### config.mk
export PLATFORM = sky130hd
export DESIGN_NAME = balanced_grid_factorizer
export DESIGN_NICKNAME = d
export VERILOG_FILES = /design/src/rtl/core/bgf_pkg.sv /design/src/rtl/core/bgf_datapath.sv /design/src/rtl/core/bgf_ctrl.sv /design/src/rtl/core/balanced_grid_factorizer.sv
export SDC_FILE = /design/constraint.sdc
export NUM_CORES = 1
export LEC_CHECK = 0
export ABC_AREA = 1
export ABC_CLOCK_PERIOD_IN_PS = 6850
export BUFFER_PORTS_ARGS = -buffer_cell sky130_fd_sc_hd__buf_4
export CORE_ASPECT_RATIO = 0.8
export CORE_MARGIN = 8
export CORE_UTILIZATION = 25
export DETAILED_ROUTE_END_ITERATION = 8
export PLACE_DENSITY = 0.36
export SYNTH_ARGS = -nofsm -noshare
export SYNTH_HDL_FRONTEND = slang
export SYNTH_SLANG_ARGS = --single-unit
export TNS_END_PERCENT = 20
### constraint.sdc
create_clock -name clk -period 6.85 [get_ports clk]
set_input_delay 1.37 -clock clk [delete_from_list [all_inputs] [get_ports clk]]
set_output_delay 1.37 -clock clk [all_outputs]
set_load 0.05 [all_outputs]
### src/rtl/core/bgf_pkg.sv
// Shared types and constants of the balanced grid factorizer.
package bgf_pkg;

  // Width of the count and dimension fields on the ports.
  localparam int unsigned FIELD_W = 16;

  // The only even prime, and the first odd trial divisor.
  localparam int unsigned PRIME_TWO = 2;
  localparam int unsigned FIRST_ODD = 3;

  // Controller states, one-hot.
  typedef enum logic [8:0] {
    ST_IDLE   = 9'b000000001,
    ST_TWOS   = 9'b000000010,
    ST_CHECK  = 9'b000000100,
    ST_DIV    = 9'b000001000,
    ST_DIVEND = 9'b000010000,
    ST_LAST   = 9'b000100000,
    ST_GRID   = 9'b001000000,
    ST_MUL    = 9'b010000000,
    ST_FINISH = 9'b100000000
  } bgf_state_t;

  // Commands from the controller to the datapath.
  typedef struct packed {
    logic load;       // take a new count
    logic twos_step;  // halve the remainder and store a two
    logic div_start;  // start dividing the remainder by the trial divisor
    logic div_step;   // one quotient bit of the divider
    logic div_take;   // divisor divides: keep quotient, store divisor, divide again
    logic next_div;   // move on to the next odd divisor
    logic store_rem;  // store the leftover remainder as a prime
    logic rd_issue;   // read the top stored prime
    logic mul_step;   // multiply that prime into the smaller dimension
    logic out_load;   // copy the dimensions into the output register
  } bgf_cmd_t;

  // Status from the datapath to the controller.
  typedef struct packed {
    logic below_two;   // count below two
    logic rem_even;    // remainder is even
    logic loop_go;     // remainder above one and (d-1)^2 < count
    logic div_last;    // divider is on its last bit
    logic divisible;   // divider left no remainder
    logic rem_not_one; // remainder is not one
    logic idx_zero;    // no stored primes left to place
  } bgf_status_t;

endpackage

### src/rtl/core/bgf_datapath.sv
// Datapath: count registers, bit-serial divider, prime store and grid multiplier.
module bgf_datapath #(
  parameter int COUNT_WIDTH = 16,
  parameter int MAX_PRIMES  = 16
) (
  input  logic                          clk,
  input  logic                          rst_n,
  input  bgf_pkg::bgf_cmd_t             cmd,
  output bgf_pkg::bgf_status_t          status,
  input  logic [bgf_pkg::FIELD_W-1:0]   in_count,
  output logic [bgf_pkg::FIELD_W-1:0]   out_x,
  output logic [bgf_pkg::FIELD_W-1:0]   out_y
);

  localparam int CNT_W = (COUNT_WIDTH < int'(bgf_pkg::FIELD_W)) ?
                         COUNT_WIDTH : int'(bgf_pkg::FIELD_W);
  localparam int DW    = CNT_W + 1;
  localparam int SQ_W  = 2 * CNT_W + 2;
  localparam int PC_W  = $clog2(MAX_PRIMES + 1);
  localparam int IDX_W = $clog2(MAX_PRIMES);
  localparam int BC_W  = $clog2(CNT_W);
  localparam int FIRST_SQ = (int'(bgf_pkg::FIRST_ODD) - 1) * (int'(bgf_pkg::FIRST_ODD) - 1);

  logic [CNT_W-1:0] cnt_r, cnt_nxt;
  logic [CNT_W-1:0] rem_r, rem_nxt;
  logic [DW-1:0]    div_r, div_nxt;
  logic [SQ_W-1:0]  sq_r, sq_nxt;
  logic [DW-1:0]    part_r, part_nxt;
  logic [CNT_W-1:0] shq_r, shq_nxt;
  logic [BC_W-1:0]  bit_r, bit_nxt;
  logic [PC_W-1:0]  pcnt_r, pcnt_nxt;
  logic [CNT_W-1:0] dx_r, dx_nxt;
  logic [CNT_W-1:0] dy_r, dy_nxt;
  logic [CNT_W-1:0] rd_data_r;
  logic [bgf_pkg::FIELD_W-1:0] out_x_r, out_y_r;

  logic [CNT_W-1:0] prime_mem [MAX_PRIMES];

  logic [DW:0]        part_sh;
  logic               fits;
  logic [DW:0]        part_sub;
  logic               wr_en;
  logic               room;
  logic [CNT_W-1:0]   wr_data;
  logic [PC_W-1:0]    rd_idx_full;
  logic [IDX_W-1:0]   rd_idx;
  logic [2*CNT_W-1:0] prod;
  logic               x_smaller;

  // One restoring division step: shift in the next dividend bit, subtract if it fits.
  assign part_sh  = {part_r, shq_r[CNT_W-1]};
  assign fits     = part_sh >= {1'b0, div_r};
  assign part_sub = part_sh - {1'b0, div_r};

  // Prime store write port and room check.
  assign wr_en = cmd.twos_step | cmd.div_take | cmd.store_rem;
  assign room  = pcnt_r < PC_W'(MAX_PRIMES);
  always_comb begin
    if (cmd.twos_step) begin
      wr_data = CNT_W'(bgf_pkg::PRIME_TWO);
    end else if (cmd.div_take) begin
      wr_data = div_r[CNT_W-1:0];
    end else begin
      wr_data = rem_r;
    end
  end

  assign rd_idx_full = pcnt_r - PC_W'(1);
  assign rd_idx      = rd_idx_full[IDX_W-1:0];

  // Grid multiplier: the prime goes into the smaller side, the second on a tie.
  assign x_smaller = dx_r < dy_r;
  assign prod      = (x_smaller ? dx_r : dy_r) * rd_data_r;

  // Next values of the datapath registers.
  always_comb begin
    cnt_nxt  = cnt_r;
    rem_nxt  = rem_r;
    div_nxt  = div_r;
    sq_nxt   = sq_r;
    part_nxt = part_r;
    shq_nxt  = shq_r;
    bit_nxt  = bit_r;
    pcnt_nxt = pcnt_r;
    dx_nxt   = dx_r;
    dy_nxt   = dy_r;
    if (cmd.load) begin
      cnt_nxt  = CNT_W'(in_count);
      rem_nxt  = CNT_W'(in_count);
      div_nxt  = DW'(bgf_pkg::FIRST_ODD);
      sq_nxt   = SQ_W'(FIRST_SQ);
      pcnt_nxt = '0;
      dx_nxt   = CNT_W'(1);
      dy_nxt   = CNT_W'(1);
    end
    if (cmd.twos_step) begin
      rem_nxt = rem_r >> 1;
    end
    if (cmd.div_start) begin
      part_nxt = '0;
      shq_nxt  = rem_r;
      bit_nxt  = '0;
    end
    if (cmd.div_step) begin
      part_nxt = fits ? part_sub[DW-1:0] : part_sh[DW-1:0];
      shq_nxt  = {shq_r[CNT_W-2:0], fits};
      bit_nxt  = bit_r + BC_W'(1);
    end
    if (cmd.div_take) begin
      // The quotient becomes the new remainder and is divided again.
      rem_nxt  = shq_r;
      part_nxt = '0;
      shq_nxt  = shq_r;
      bit_nxt  = '0;
    end
    if (cmd.next_div) begin
      // (d+1)^2 = (d-1)^2 + 4d
      div_nxt = div_r + DW'(2);
      sq_nxt  = sq_r + SQ_W'({div_r, 2'b00});
    end
    if (wr_en && room) begin
      pcnt_nxt = pcnt_r + PC_W'(1);
    end
    if (cmd.mul_step) begin
      pcnt_nxt = pcnt_r - PC_W'(1);
      if (x_smaller) begin
        dx_nxt = prod[CNT_W-1:0];
      end else begin
        dy_nxt = prod[CNT_W-1:0];
      end
    end
  end

  // Control counters.
  always_ff @(posedge clk) begin
    if (!rst_n) begin
      pcnt_r <= '0;
      bit_r  <= '0;
    end else begin
      pcnt_r <= pcnt_nxt;
      bit_r  <= bit_nxt;
    end
  end

  // Payload registers.
  always_ff @(posedge clk) begin
    cnt_r  <= cnt_nxt;
    rem_r  <= rem_nxt;
    div_r  <= div_nxt;
    sq_r   <= sq_nxt;
    part_r <= part_nxt;
    shq_r  <= shq_nxt;
    dx_r   <= dx_nxt;
    dy_r   <= dy_nxt;
    if (cmd.out_load) begin
      out_x_r <= bgf_pkg::FIELD_W'(dx_r);
      out_y_r <= bgf_pkg::FIELD_W'(dy_r);
    end
  end

  // Prime store, written in ascending order and read back from the top.
  always_ff @(posedge clk) begin
    if (wr_en && room) begin
      prime_mem[pcnt_r[IDX_W-1:0]] <= wr_data;
    end
    if (cmd.rd_issue) begin
      rd_data_r <= prime_mem[rd_idx];
    end
  end

  // Status to the controller.
  always_comb begin
    status.below_two   = cnt_r < CNT_W'(2);
    status.rem_even    = ~rem_r[0];
    status.loop_go     = (rem_r > CNT_W'(1)) && (sq_r < SQ_W'(cnt_r));
    status.div_last    = bit_r == BC_W'(CNT_W - 1);
    status.divisible   = part_r == '0;
    status.rem_not_one = rem_r != CNT_W'(1);
    status.idx_zero    = pcnt_r == '0;
  end

  assign out_x = out_x_r;
  assign out_y = out_y_r;

endmodule

### src/rtl/core/bgf_ctrl.sv
// Controller: sequences factoring, grid building and the item handshakes.
module bgf_ctrl (
  input  logic                 clk,
  input  logic                 rst_n,
  input  logic                 in_valid,
  output logic                 in_ready,
  output logic                 out_valid,
  input  logic                 out_ready,
  output bgf_pkg::bgf_cmd_t    cmd,
  input  bgf_pkg::bgf_status_t status
);

  bgf_pkg::bgf_state_t state_r, state_nxt;
  logic                out_valid_r, out_valid_nxt;

  assign in_ready  = state_r == bgf_pkg::ST_IDLE;
  assign out_valid = out_valid_r;

  // Next state and commands.
  always_comb begin
    state_nxt = state_r;
    cmd       = '0;
    case (state_r)
      bgf_pkg::ST_IDLE: begin
        if (in_valid) begin
          cmd.load  = 1'b1;
          state_nxt = bgf_pkg::ST_TWOS;
        end
      end
      bgf_pkg::ST_TWOS: begin
        if (status.below_two) begin
          state_nxt = bgf_pkg::ST_GRID;
        end else if (status.rem_even) begin
          cmd.twos_step = 1'b1;
        end else begin
          state_nxt = bgf_pkg::ST_CHECK;
        end
      end
      bgf_pkg::ST_CHECK: begin
        if (status.loop_go) begin
          cmd.div_start = 1'b1;
          state_nxt     = bgf_pkg::ST_DIV;
        end else begin
          state_nxt = bgf_pkg::ST_LAST;
        end
      end
      bgf_pkg::ST_DIV: begin
        cmd.div_step = 1'b1;
        if (status.div_last) begin
          state_nxt = bgf_pkg::ST_DIVEND;
        end
      end
      bgf_pkg::ST_DIVEND: begin
        if (status.divisible) begin
          cmd.div_take = 1'b1;
          state_nxt    = bgf_pkg::ST_DIV;
        end else begin
          cmd.next_div = 1'b1;
          state_nxt    = bgf_pkg::ST_CHECK;
        end
      end
      bgf_pkg::ST_LAST: begin
        cmd.store_rem = status.rem_not_one;
        state_nxt     = bgf_pkg::ST_GRID;
      end
      bgf_pkg::ST_GRID: begin
        if (status.idx_zero) begin
          state_nxt = bgf_pkg::ST_FINISH;
        end else begin
          cmd.rd_issue = 1'b1;
          state_nxt    = bgf_pkg::ST_MUL;
        end
      end
      bgf_pkg::ST_MUL: begin
        cmd.mul_step = 1'b1;
        state_nxt    = bgf_pkg::ST_GRID;
      end
      bgf_pkg::ST_FINISH: begin
        // Wait until the output register is free.
        if (!out_valid_r || out_ready) begin
          cmd.out_load = 1'b1;
          state_nxt    = bgf_pkg::ST_IDLE;
        end
      end
      default: begin
        state_nxt = bgf_pkg::ST_IDLE;
      end
    endcase
  end

  // Output item valid: set on load, cleared when taken.
  always_comb begin
    out_valid_nxt = out_valid_r;
    if (out_valid_r && out_ready) begin
      out_valid_nxt = 1'b0;
    end
    if (cmd.out_load) begin
      out_valid_nxt = 1'b1;
    end
  end

  always_ff @(posedge clk) begin
    if (!rst_n) begin
      state_r     <= bgf_pkg::ST_IDLE;
      out_valid_r <= 1'b0;
    end else begin
      state_r     <= state_nxt;
      out_valid_r <= out_valid_nxt;
    end
  end

endmodule

### src/rtl/core/balanced_grid_factorizer.sv
// Top level of the balanced grid factorizer: controller plus datapath.
//
//   Channel | Ports                                  | Carries
//   --------+----------------------------------------+---------------------------
//   in      | in_valid, in_ready, in_process_count   | one process count per item
//   out     | out_valid, out_ready, out_dims_x/_y    | one grid per item
//
// Processing time of an item grows with the count width, the stored primes, the
// factors of two, the odd divisors tried and the odd factors found; counts below
// two skip the factoring. The divider produces one quotient bit per cycle.
// Reset is synchronous and active low; there is no clearing pass.
// A new item is taken once the last one sits in the output register; a stalled
// output holds only the final copy step.
module balanced_grid_factorizer #(
  parameter int COUNT_WIDTH = 16,
  parameter int MAX_PRIMES  = 16
) (
  input  logic                        clk,
  input  logic                        rst_n,
  input  logic                        in_valid,
  output logic                        in_ready,
  input  logic [bgf_pkg::FIELD_W-1:0] in_process_count,
  output logic                        out_valid,
  input  logic                        out_ready,
  output logic [bgf_pkg::FIELD_W-1:0] out_dims_x,
  output logic [bgf_pkg::FIELD_W-1:0] out_dims_y
);

  bgf_pkg::bgf_cmd_t    cmd;
  bgf_pkg::bgf_status_t status;

  bgf_ctrl u_ctrl (
    .clk       (clk),
    .rst_n     (rst_n),
    .in_valid  (in_valid),
    .in_ready  (in_ready),
    .out_valid (out_valid),
    .out_ready (out_ready),
    .cmd       (cmd),
    .status    (status)
  );

  bgf_datapath #(
    .COUNT_WIDTH (COUNT_WIDTH),
    .MAX_PRIMES  (MAX_PRIMES)
  ) u_datapath (
    .clk      (clk),
    .rst_n    (rst_n),
    .cmd      (cmd),
    .status   (status),
    .in_count (in_process_count),
    .out_x    (out_dims_x),
    .out_y    (out_dims_y)
  );

endmodule

---- Yosys cells after proc, flatten, opt, wreduce, memory -nomap -nowiden ----
Memories as Yosys holds them, arrays and structs flattened. A register that Yosys moved wholly into a read port is not among the register bits.
Cells that the tools add are included.
storage, ports and cells
  output and inout port bits .............. 34
  logic and storage cells ................. 119
  bits in writable memories ............... 256
  memories ................................ 1
  input bits .............................. 20
  flip-flop bits (word level) ............. 199
memory list
  name                  depth  bits a word  read ports  clocked after Yosys merged registers in  wr ports  RTL line            source
  u_datapath.prime_mem  16     16           1           1                                        1         bgf_datapath.sv:37  logic [CNT_W-1:0] prime_mem [MAX_PRIMES];
cells by class
  magnitude comparators ................... 6
  equal/unequal tests ..................... 15
  bitwise operators ....................... 4
  reduce and logical (&&, ||, !) cells .... 16
  multipliers ............................. 1
  add/sub/neg operators ................... 6
  mux-type cells .......................... 56
operator list
  operator               count
  $mux 16                14
  $mux 17                5
  $pmux 9 s8             1
  $mux 34                2
  $mux 9                 6
  $add 34x19->34         1
  $lt 34x16->1           1
  $mul 32x16->16         1
  $mux 1                 20
  $ge 18x17->1           1
  $add 17x2->17 const B  1
  $logic_not 17->1       1
  $sub 17x17->17         1
  $gt 16x1->1 const B    1
  $lt 16x16->1           1
  $lt 16x2->1 const B    1
  $ne 16x1->1 const B    1
  $mux 5                 3
  $mux 4                 3
  $eq 9x1->1 const B     1
  $eq 9x2->1 const B     1
  $eq 9x3->1 const B     1
  $eq 9x4->1 const B     1
  $eq 9x5->1 const B     1
  25 further kinds       34

---- Logic depth before layout (Yosys ltp) ----
  word-level depth ........................ 8
  gate-level depth with buffers ........... 43

---- Hierarchy ----
Synthesis repeated with hierarchy kept, for this count alone.
second synthesis, totals
  cell total of the unflattened synthesis .. 2,579
  area, all modules ....................... 25,617.1 sq um
by module, submodules not included
  module        sequential area each (sq um)  cells each  instances  area an instance (sq um)
  bgf_datapath  13,172.6                      2,447       1          24,797.5
  bgf_ctrl      200.2                         132         1          819.5

---- Worst setup path after synthesis ----
OpenSTA, ideal clock, no wires.
  path kind ............................... flip-flop to flip-flop
  from .................................... reg u_datapath.dy_r[5]
  to ...................................... reg u_datapath.dy_r[15]
  setup slack ............................. 471 ps
  path buffers ............................ 1
  stages on the path, launching flop included .. 38
  data arrival time ....................... 6,266 ps
  period minus slack after synthesis ...... 6,379 ps
  library setup time ...................... 113 ps
  required time ........................... 6,737 ps
  cell sequence ........................... dfxtp_1 -> inv_1 -> ha_1 -> a21oi_1 -> nor2_1 -> nor3_1 -> nand2_1 -> nand2_2 -> nand3b_1 -> nand2_1 -> clkbuf_1 -> nor2_1 -> fa_1 -> fa_1 -> ha_1 -> fa_1 -> inv_1 -> fa_1 -> (+2 left out) -> ha_1 -> a21oi_1 -> o21ai_0 -> a21o_1 -> a21oi_1 -> o21ai_0 -> nand2_1 -> inv_1 -> nor2_1 -> inv_1 -> a21oi_1 -> inv_1 -> nand2_1 -> nand2_1 -> nand2_1 -> nand2_1 -> nand2_1 -> nand2_1
between the ends
  word-level cells in the longest chain between the ends .. 5
ends and longest elaborated chain
  what                             RTL line             source
  from (decl)                      bgf_datapath.sv:33   logic [CNT_W-1:0] dy_r, dy_nxt;
  from (signal assigned)           bgf_datapath.sv:154  dy_r <= dy_nxt;
  $lt 16x16->1                     bgf_datapath.sv:72   assign x_smaller = dx_r < dy_r;
  $mux 16                          bgf_datapath.sv:73   assign prod = (x_smaller ? dx_r : dy_r) * rd_data_r;
  $mul 32x16->16                   bgf_datapath.sv:73
  $mux 16 (*)                      bgf_datapath.sv:126  if (x_smaller) begin
  $mux 16 (*)                      bgf_datapath.sv:124  if (cmd.mul_step) begin
  named net u_datapath.dy_nxt[15]  bgf_datapath.sv:33
Mark *: on every way through the listed nets, which the timed path passes. The rest lies on a longest branch.
A chain may end at the register's enable or synchronous reset.

---- Worst setup path in the final report ----
  from .................................... reg u_datapath.dy_r[13]
  to ...................................... reg u_datapath.dy_r[15]
Same word-level chain as after synthesis.

==> qor_table.md <==
| Step | Item | Reported |
| --- | --- | --- |
| status | Run status | finished clean |
| logic synthesis | Mean Syn Cell Area | 9.976 um2 |
| pwr | Comb pwr share | 11.9% |
| setup path | Critical Path Source Type | register |
| routing | Violation count after the first detailed-routing iteration | 1106 |
| floorplan | Die Footprint | 111800 um2 |
| placed design | Final weighted congestion in routability-driven placement | 0.8577 |
| setup path | Maximum single-stage delay on the critical path | 600 ps |
| timing | Final setup violation count | 0 |
| pwr | Power density over the cells | 231.3 nW/um2 |
| floorplan | Vertical extent of the die | 300.7 um |
| final layout | Final Util | 30.08% |
| global route | Largest net degree at the start of global routing | 69 |
| setup path | Worst Setup End Kind | register |
| clock tree | Root Buffer | sky130_fd_sc_hd__clkbuf_16 |
| floorplan | Die X | 371.9 um |
| clock tree | CTS tree | built |
| setup path | Start point of the critical path | u_datapath.dy_r[13] |
| timing | Achievable clock frequency | 154.7 MHz |
| floorplan | Io pins | 54 |
| logic synthesis | Number of instances in the synthesized netlist | 2539 |
| routing | Total vias in the final route | 18590 |
| clock tree | Clock Latency Late Sink | 620 ps |
| routing | Antenna viol nets, final | 0 |
| placed design | Placed wire-length estimate after detailed placement | 55650 um |
| final layout | Fraction of layout instances using a drive strength above 1 | 14.13% |
| clock tree | Total clock sinks | 468 |
| pwr | Total power | 6.999 mW |
| logic synthesis | Number of flops mapped to enable cells by yosys | 400 |
| setup path | Worst R2R Setup Slack | 390 ps |
| clock tree | Clock buffer depth | 3 |
| worst hold path | Class of the tightest hold or removal check | reg2reg |
| setup path | Worst path most repeated cell | sky130_fd_sc_hd__inv_1 |
| clock tree | Clk pin slew, worst setup/hold paths | 60 ps |
| setup path | Worst Path Arrival | 6970 ps |
| logic synthesis | Synth Cell Area | 25330 um2 |
| logic synthesis | Number of nets produced by synthesis | 2759 |
| timing | Worst-case hold slack | 432.8 ps |
| timing | Relative slew margins | 11.85% |
| run | Reported max-cap violation count | 0 |
| setup path | Max Fanout on Critical Path | 8 |
| pwr | Sw power | 1.871 mW |
| timing | Minimum clock period | 6463 ps |
| logic synthesis | Total of flip-flops plus latches after synthesis | 468 |
| logic synthesis | Number of warnings printed during yosys synthesis | 0 |
| logic synthesis | Count of cell types in the netlist | 54 |
| global route | Initial antenna violation count | 2 |
| setup path | Startpoint of the lowest-slack register-to-register path | u_datapath.dy_r[13] |
| placed design | Pre-CTS WS | -48.13 ps |
| pwr | Peak VDD IR | 0.2117 mV |
| global route | First-pass GRT wire length | 117300 um |
| floorplan | Initial core utilization | 25.18% |
| global route | Global route overflow | 0 |
| setup path | Number of buffer and inverter stages on the critical path | 8 |
| pwr | Cell internal pwr | 5.128 mW |
| pwr | Leakage | 11.97 nW |
| final layout | Filler Cells Inserted | 10460 |
| setup path | Path depth of the worst reg2reg path | 33 |
| pwr | Power share of the sequential group | 47.4% |
| final layout | Final net count | 2914 |
| routing | Post-route DRC violation count | 0 |
| logic synthesis | Fraction of registers with async set/reset | 0% |
| final layout | Area growth syn-to-layout | 19.47% |
| pwr | Power share of the clock group | 40.7% |
| global route | Global routing usage summed across all routing layers | 13.79% |
| clock tree | Total clock buffers created by CTS | 54 |
| setup path | Dominant delay contributor by cell family on the critical path | adder cells |
| pwr | Switching share of total power | 26.73% |
| setup path | Number of cells on the critical path | 33 |
| final layout | Total area of sequential cells | 13380 um2 |
| timing | Worst-margin pin slew | 1322 ps |
| setup path | WP data required | 7360 ps |
| worst hold path | Worst hold stages | 0 |
| placed design | Total of buffers placed on input and output ports | 53 |
| setup path | Critical path's slowest cell | sky130_fd_sc_hd__fa_1 |
| timing | Max Clock Skew | 17.29 ps |
| setup path | Kind of critical path | reg2reg |
| floorplan | Rows | 104 |
| clock tree | # hold bufs at CTS | 0 |
| setup path | Endpoint of the worst-slack reg-to-reg timing path | u_datapath.dy_r[15] |
| timing | Final cycle utilization of the critical path | 94.35% |
| timing | Hold Vio Cnt, Final | 0 |
| timing | Final number of max-transition violations | 0 |
| logic synthesis | Part of the Yosys area used for sequential elements | 52.80% |
| final layout | Combined area of the multi-input logic cells | 10760 um2 |
| routing | Total length of routed wires | 78940 um |
| routing | Avg WL per Cell | 19.41 um |
| worst hold path | WHS Endpoint | u_datapath.out_y[12] |
| routing | Via count normalized by instance count | 4.570 |
| floorplan | Placeable core region | 100600 um2 |
| routing | 1st-pass router iterations | 5 |
| clock tree | Deepest level of the CTS H-tree | 2 |
| timing | Setup slack after layout | 386.7 ps |
| logic synthesis | Top FF cell, synth | sky130_fd_sc_hd__edfxtp_1 |
| global route | Via count of the first global-routing pass | 18340 |
| worst hold path | Worst Min Path Start | u_datapath.dy_r[12] |
[repair_timing]
item / in CTS / in global routing
gates resized for setup: 3 / 82
buffers inserted: 0 / 4
cloned: 0 / 1
setup endpoints to repair: 2 / 7
pin swaps: 3 / 43
[worst register-to-register path, delay by kind of cell, from the launching register on]
kind            cells  cell delay, ps
simple gates       12            1220
flops               1             330
buf+inv             8             560
compound gates      5             680
fa+ha+maj           8            3550
[power by group through the flow]
| stage | Combinational [mW] | Sequential [mW] | Clock [mW] |
|---|---|---|---|
| after floorplan | 0.495 | 3.37 | 0 |
| after global placement | 0.842 | 3.38 | 0 |
| after detailed placement | 0.846 | 3.38 | 0 |
| after CTS | 0.850 | 3.32 | 2.96 |
| after global routing | 0.931 | 3.33 | 3.05 |
| final | 0.833 | 3.32 | 2.85 |
[registers in the layout, summed over array words and instances, names as in the netlist, 5 cells and up]
name,count
u_datapath.prime_mem,256
u_datapath.rd_data_r,16
u_datapath.rem_r,16
u_datapath.part_r,17
u_datapath.shq_r,16
u_datapath.cnt_r,16
u_datapath.out_y,16
u_datapath.dx_r,16
u_datapath.div_r,16
u_datapath.dy_r,16
u_ctrl.state_r,9
u_datapath.out_x,16
u_datapath.pcnt_r,5
u_datapath.sq_r,32
[final cells by class]
type | count | share of cell area (%)
antenna | 3 | 0.02481
clock buffer | 80 | 5.061
clock inverter | 21 | 0.6575
inverter | 346 | 4.300
multi-input combinational | 1640 | 35.56
sequential | 468 | 44.22
tap | 1325 | 5.479
timing repair buffer | 184 | 4.689
[how the worst max path moves through the flow]
stage                                to  slack, ps
finish              u_datapath.dy_r[15]        390
floorplan           u_datapath.dy_r[15]        470
global placement    u_datapath.dy_r[15]        -50
CTS                 u_datapath.dy_r[15]          2
global route        u_datapath.dx_r[15]        -30
detailed placement  u_datapath.dy_r[15]        -50
[metrics by stage]
step / area [um2] / instances / TNS (ps)
6_report: 30260 / 4067 / 0
2_1_floorplan: 25330 / 2539 / 0
3_3_place_gp: 28110 / 3958 / -93.70
3_5_place_dp: 28110 / 3958 / -93.81
5_1_grt: 30250 / 4064 / -77.83
4_1_cts: 29860 / 4059 / 0
[Yosys cell counts, types with 9 or more instances]
master                     instances  area (um2)
sky130_fd_sc_hd__xor2_1           17       148.9
sky130_fd_sc_hd__edfxtp_1        400       12010
sky130_fd_sc_hd__o31ai_1          14       105.1
sky130_fd_sc_hd__o221ai_1         19       166.4
sky130_fd_sc_hd__o32ai_1          47       411.6
sky130_fd_sc_hd__a21oi_1         126       630.6
sky130_fd_sc_hd__o211ai_1         24       180.2
sky130_fd_sc_hd__xnor2_1          18       157.7
sky130_fd_sc_hd__fa_1             82        1642
sky130_fd_sc_hd__mux2i_1          17       170.2
sky130_fd_sc_hd__nand3_1          84       420.4
sky130_fd_sc_hd__a211oi_1         10       75.07
sky130_fd_sc_hd__a22oi_1           9       67.56
sky130_fd_sc_hd__inv_1           328        1231
sky130_fd_sc_hd__ha_1            118        1476
sky130_fd_sc_hd__dfxtp_1          68        1361
sky130_fd_sc_hd__o21ai_0         198       991.0
sky130_fd_sc_hd__o21a_1           10       75.07
sky130_fd_sc_hd__clkbuf_1         76       285.3
sky130_fd_sc_hd__nand2_1         357        1340
sky130_fd_sc_hd__nand4_1          29       181.4
sky130_fd_sc_hd__nor3_1           21       105.1
sky130_fd_sc_hd__inv_2            12       45.04
sky130_fd_sc_hd__nor2_1          355        1333
sky130_fd_sc_hd__nor4_1            9       56.30
[kinds of logic after synthesis]
logic type	share of synthesized area, %
and+or+nand+nor	14.94
xor gates and xnor gates	1.210
DFF	52.80
adders and majority gates	12.31
muxes	0.6718
AOI/OAI and AO/OA	11.64
buffers and inverters	6.432
[cells in the final DEF (no fill, tap or decap), types with 6 or more instances in the layout]
cell,count
sky130_fd_sc_hd__a211oi_1,10
sky130_fd_sc_hd__a21oi_1,119
sky130_fd_sc_hd__a21oi_2,7
sky130_fd_sc_hd__a22oi_1,9
sky130_fd_sc_hd__a31oi_1,6
sky130_fd_sc_hd__buf_4,180
sky130_fd_sc_hd__clkbuf_1,20
sky130_fd_sc_hd__clkbuf_16,57
sky130_fd_sc_hd__clkinv_1,15
sky130_fd_sc_hd__dfxtp_1,63
sky130_fd_sc_hd__edfxtp_1,400
sky130_fd_sc_hd__fa_1,77
sky130_fd_sc_hd__ha_1,106
sky130_fd_sc_hd__ha_4,11
sky130_fd_sc_hd__inv_1,320
sky130_fd_sc_hd__inv_2,20
sky130_fd_sc_hd__mux2i_1,17
sky130_fd_sc_hd__nand2_1,340
sky130_fd_sc_hd__nand2_2,18
sky130_fd_sc_hd__nand3_1,84
sky130_fd_sc_hd__nand4_1,29
sky130_fd_sc_hd__nor2_1,334
sky130_fd_sc_hd__nor2_2,20
sky130_fd_sc_hd__nor2_4,12
sky130_fd_sc_hd__nor3_1,20
sky130_fd_sc_hd__nor4_1,9
sky130_fd_sc_hd__o211ai_1,24
sky130_fd_sc_hd__o21a_1,10
sky130_fd_sc_hd__o21ai_0,193
sky130_fd_sc_hd__o221ai_1,19
sky130_fd_sc_hd__o31ai_1,14
sky130_fd_sc_hd__o32ai_1,47
sky130_fd_sc_hd__or2_2,7
sky130_fd_sc_hd__xnor2_1,14
sky130_fd_sc_hd__xor2_1,17
[layer usage]
metal / wire length (um) / share of wire [%] / GRT usage (%)
met5: 0 / 0 / 0
met4: 1389 / 1.8 / 3.053
met3: 3897 / 4.9 / 2.485
met2: 34660 / 44 / 21.33
met1: 38990 / 49 / 20.00
(Power assumes the default switching activity.)
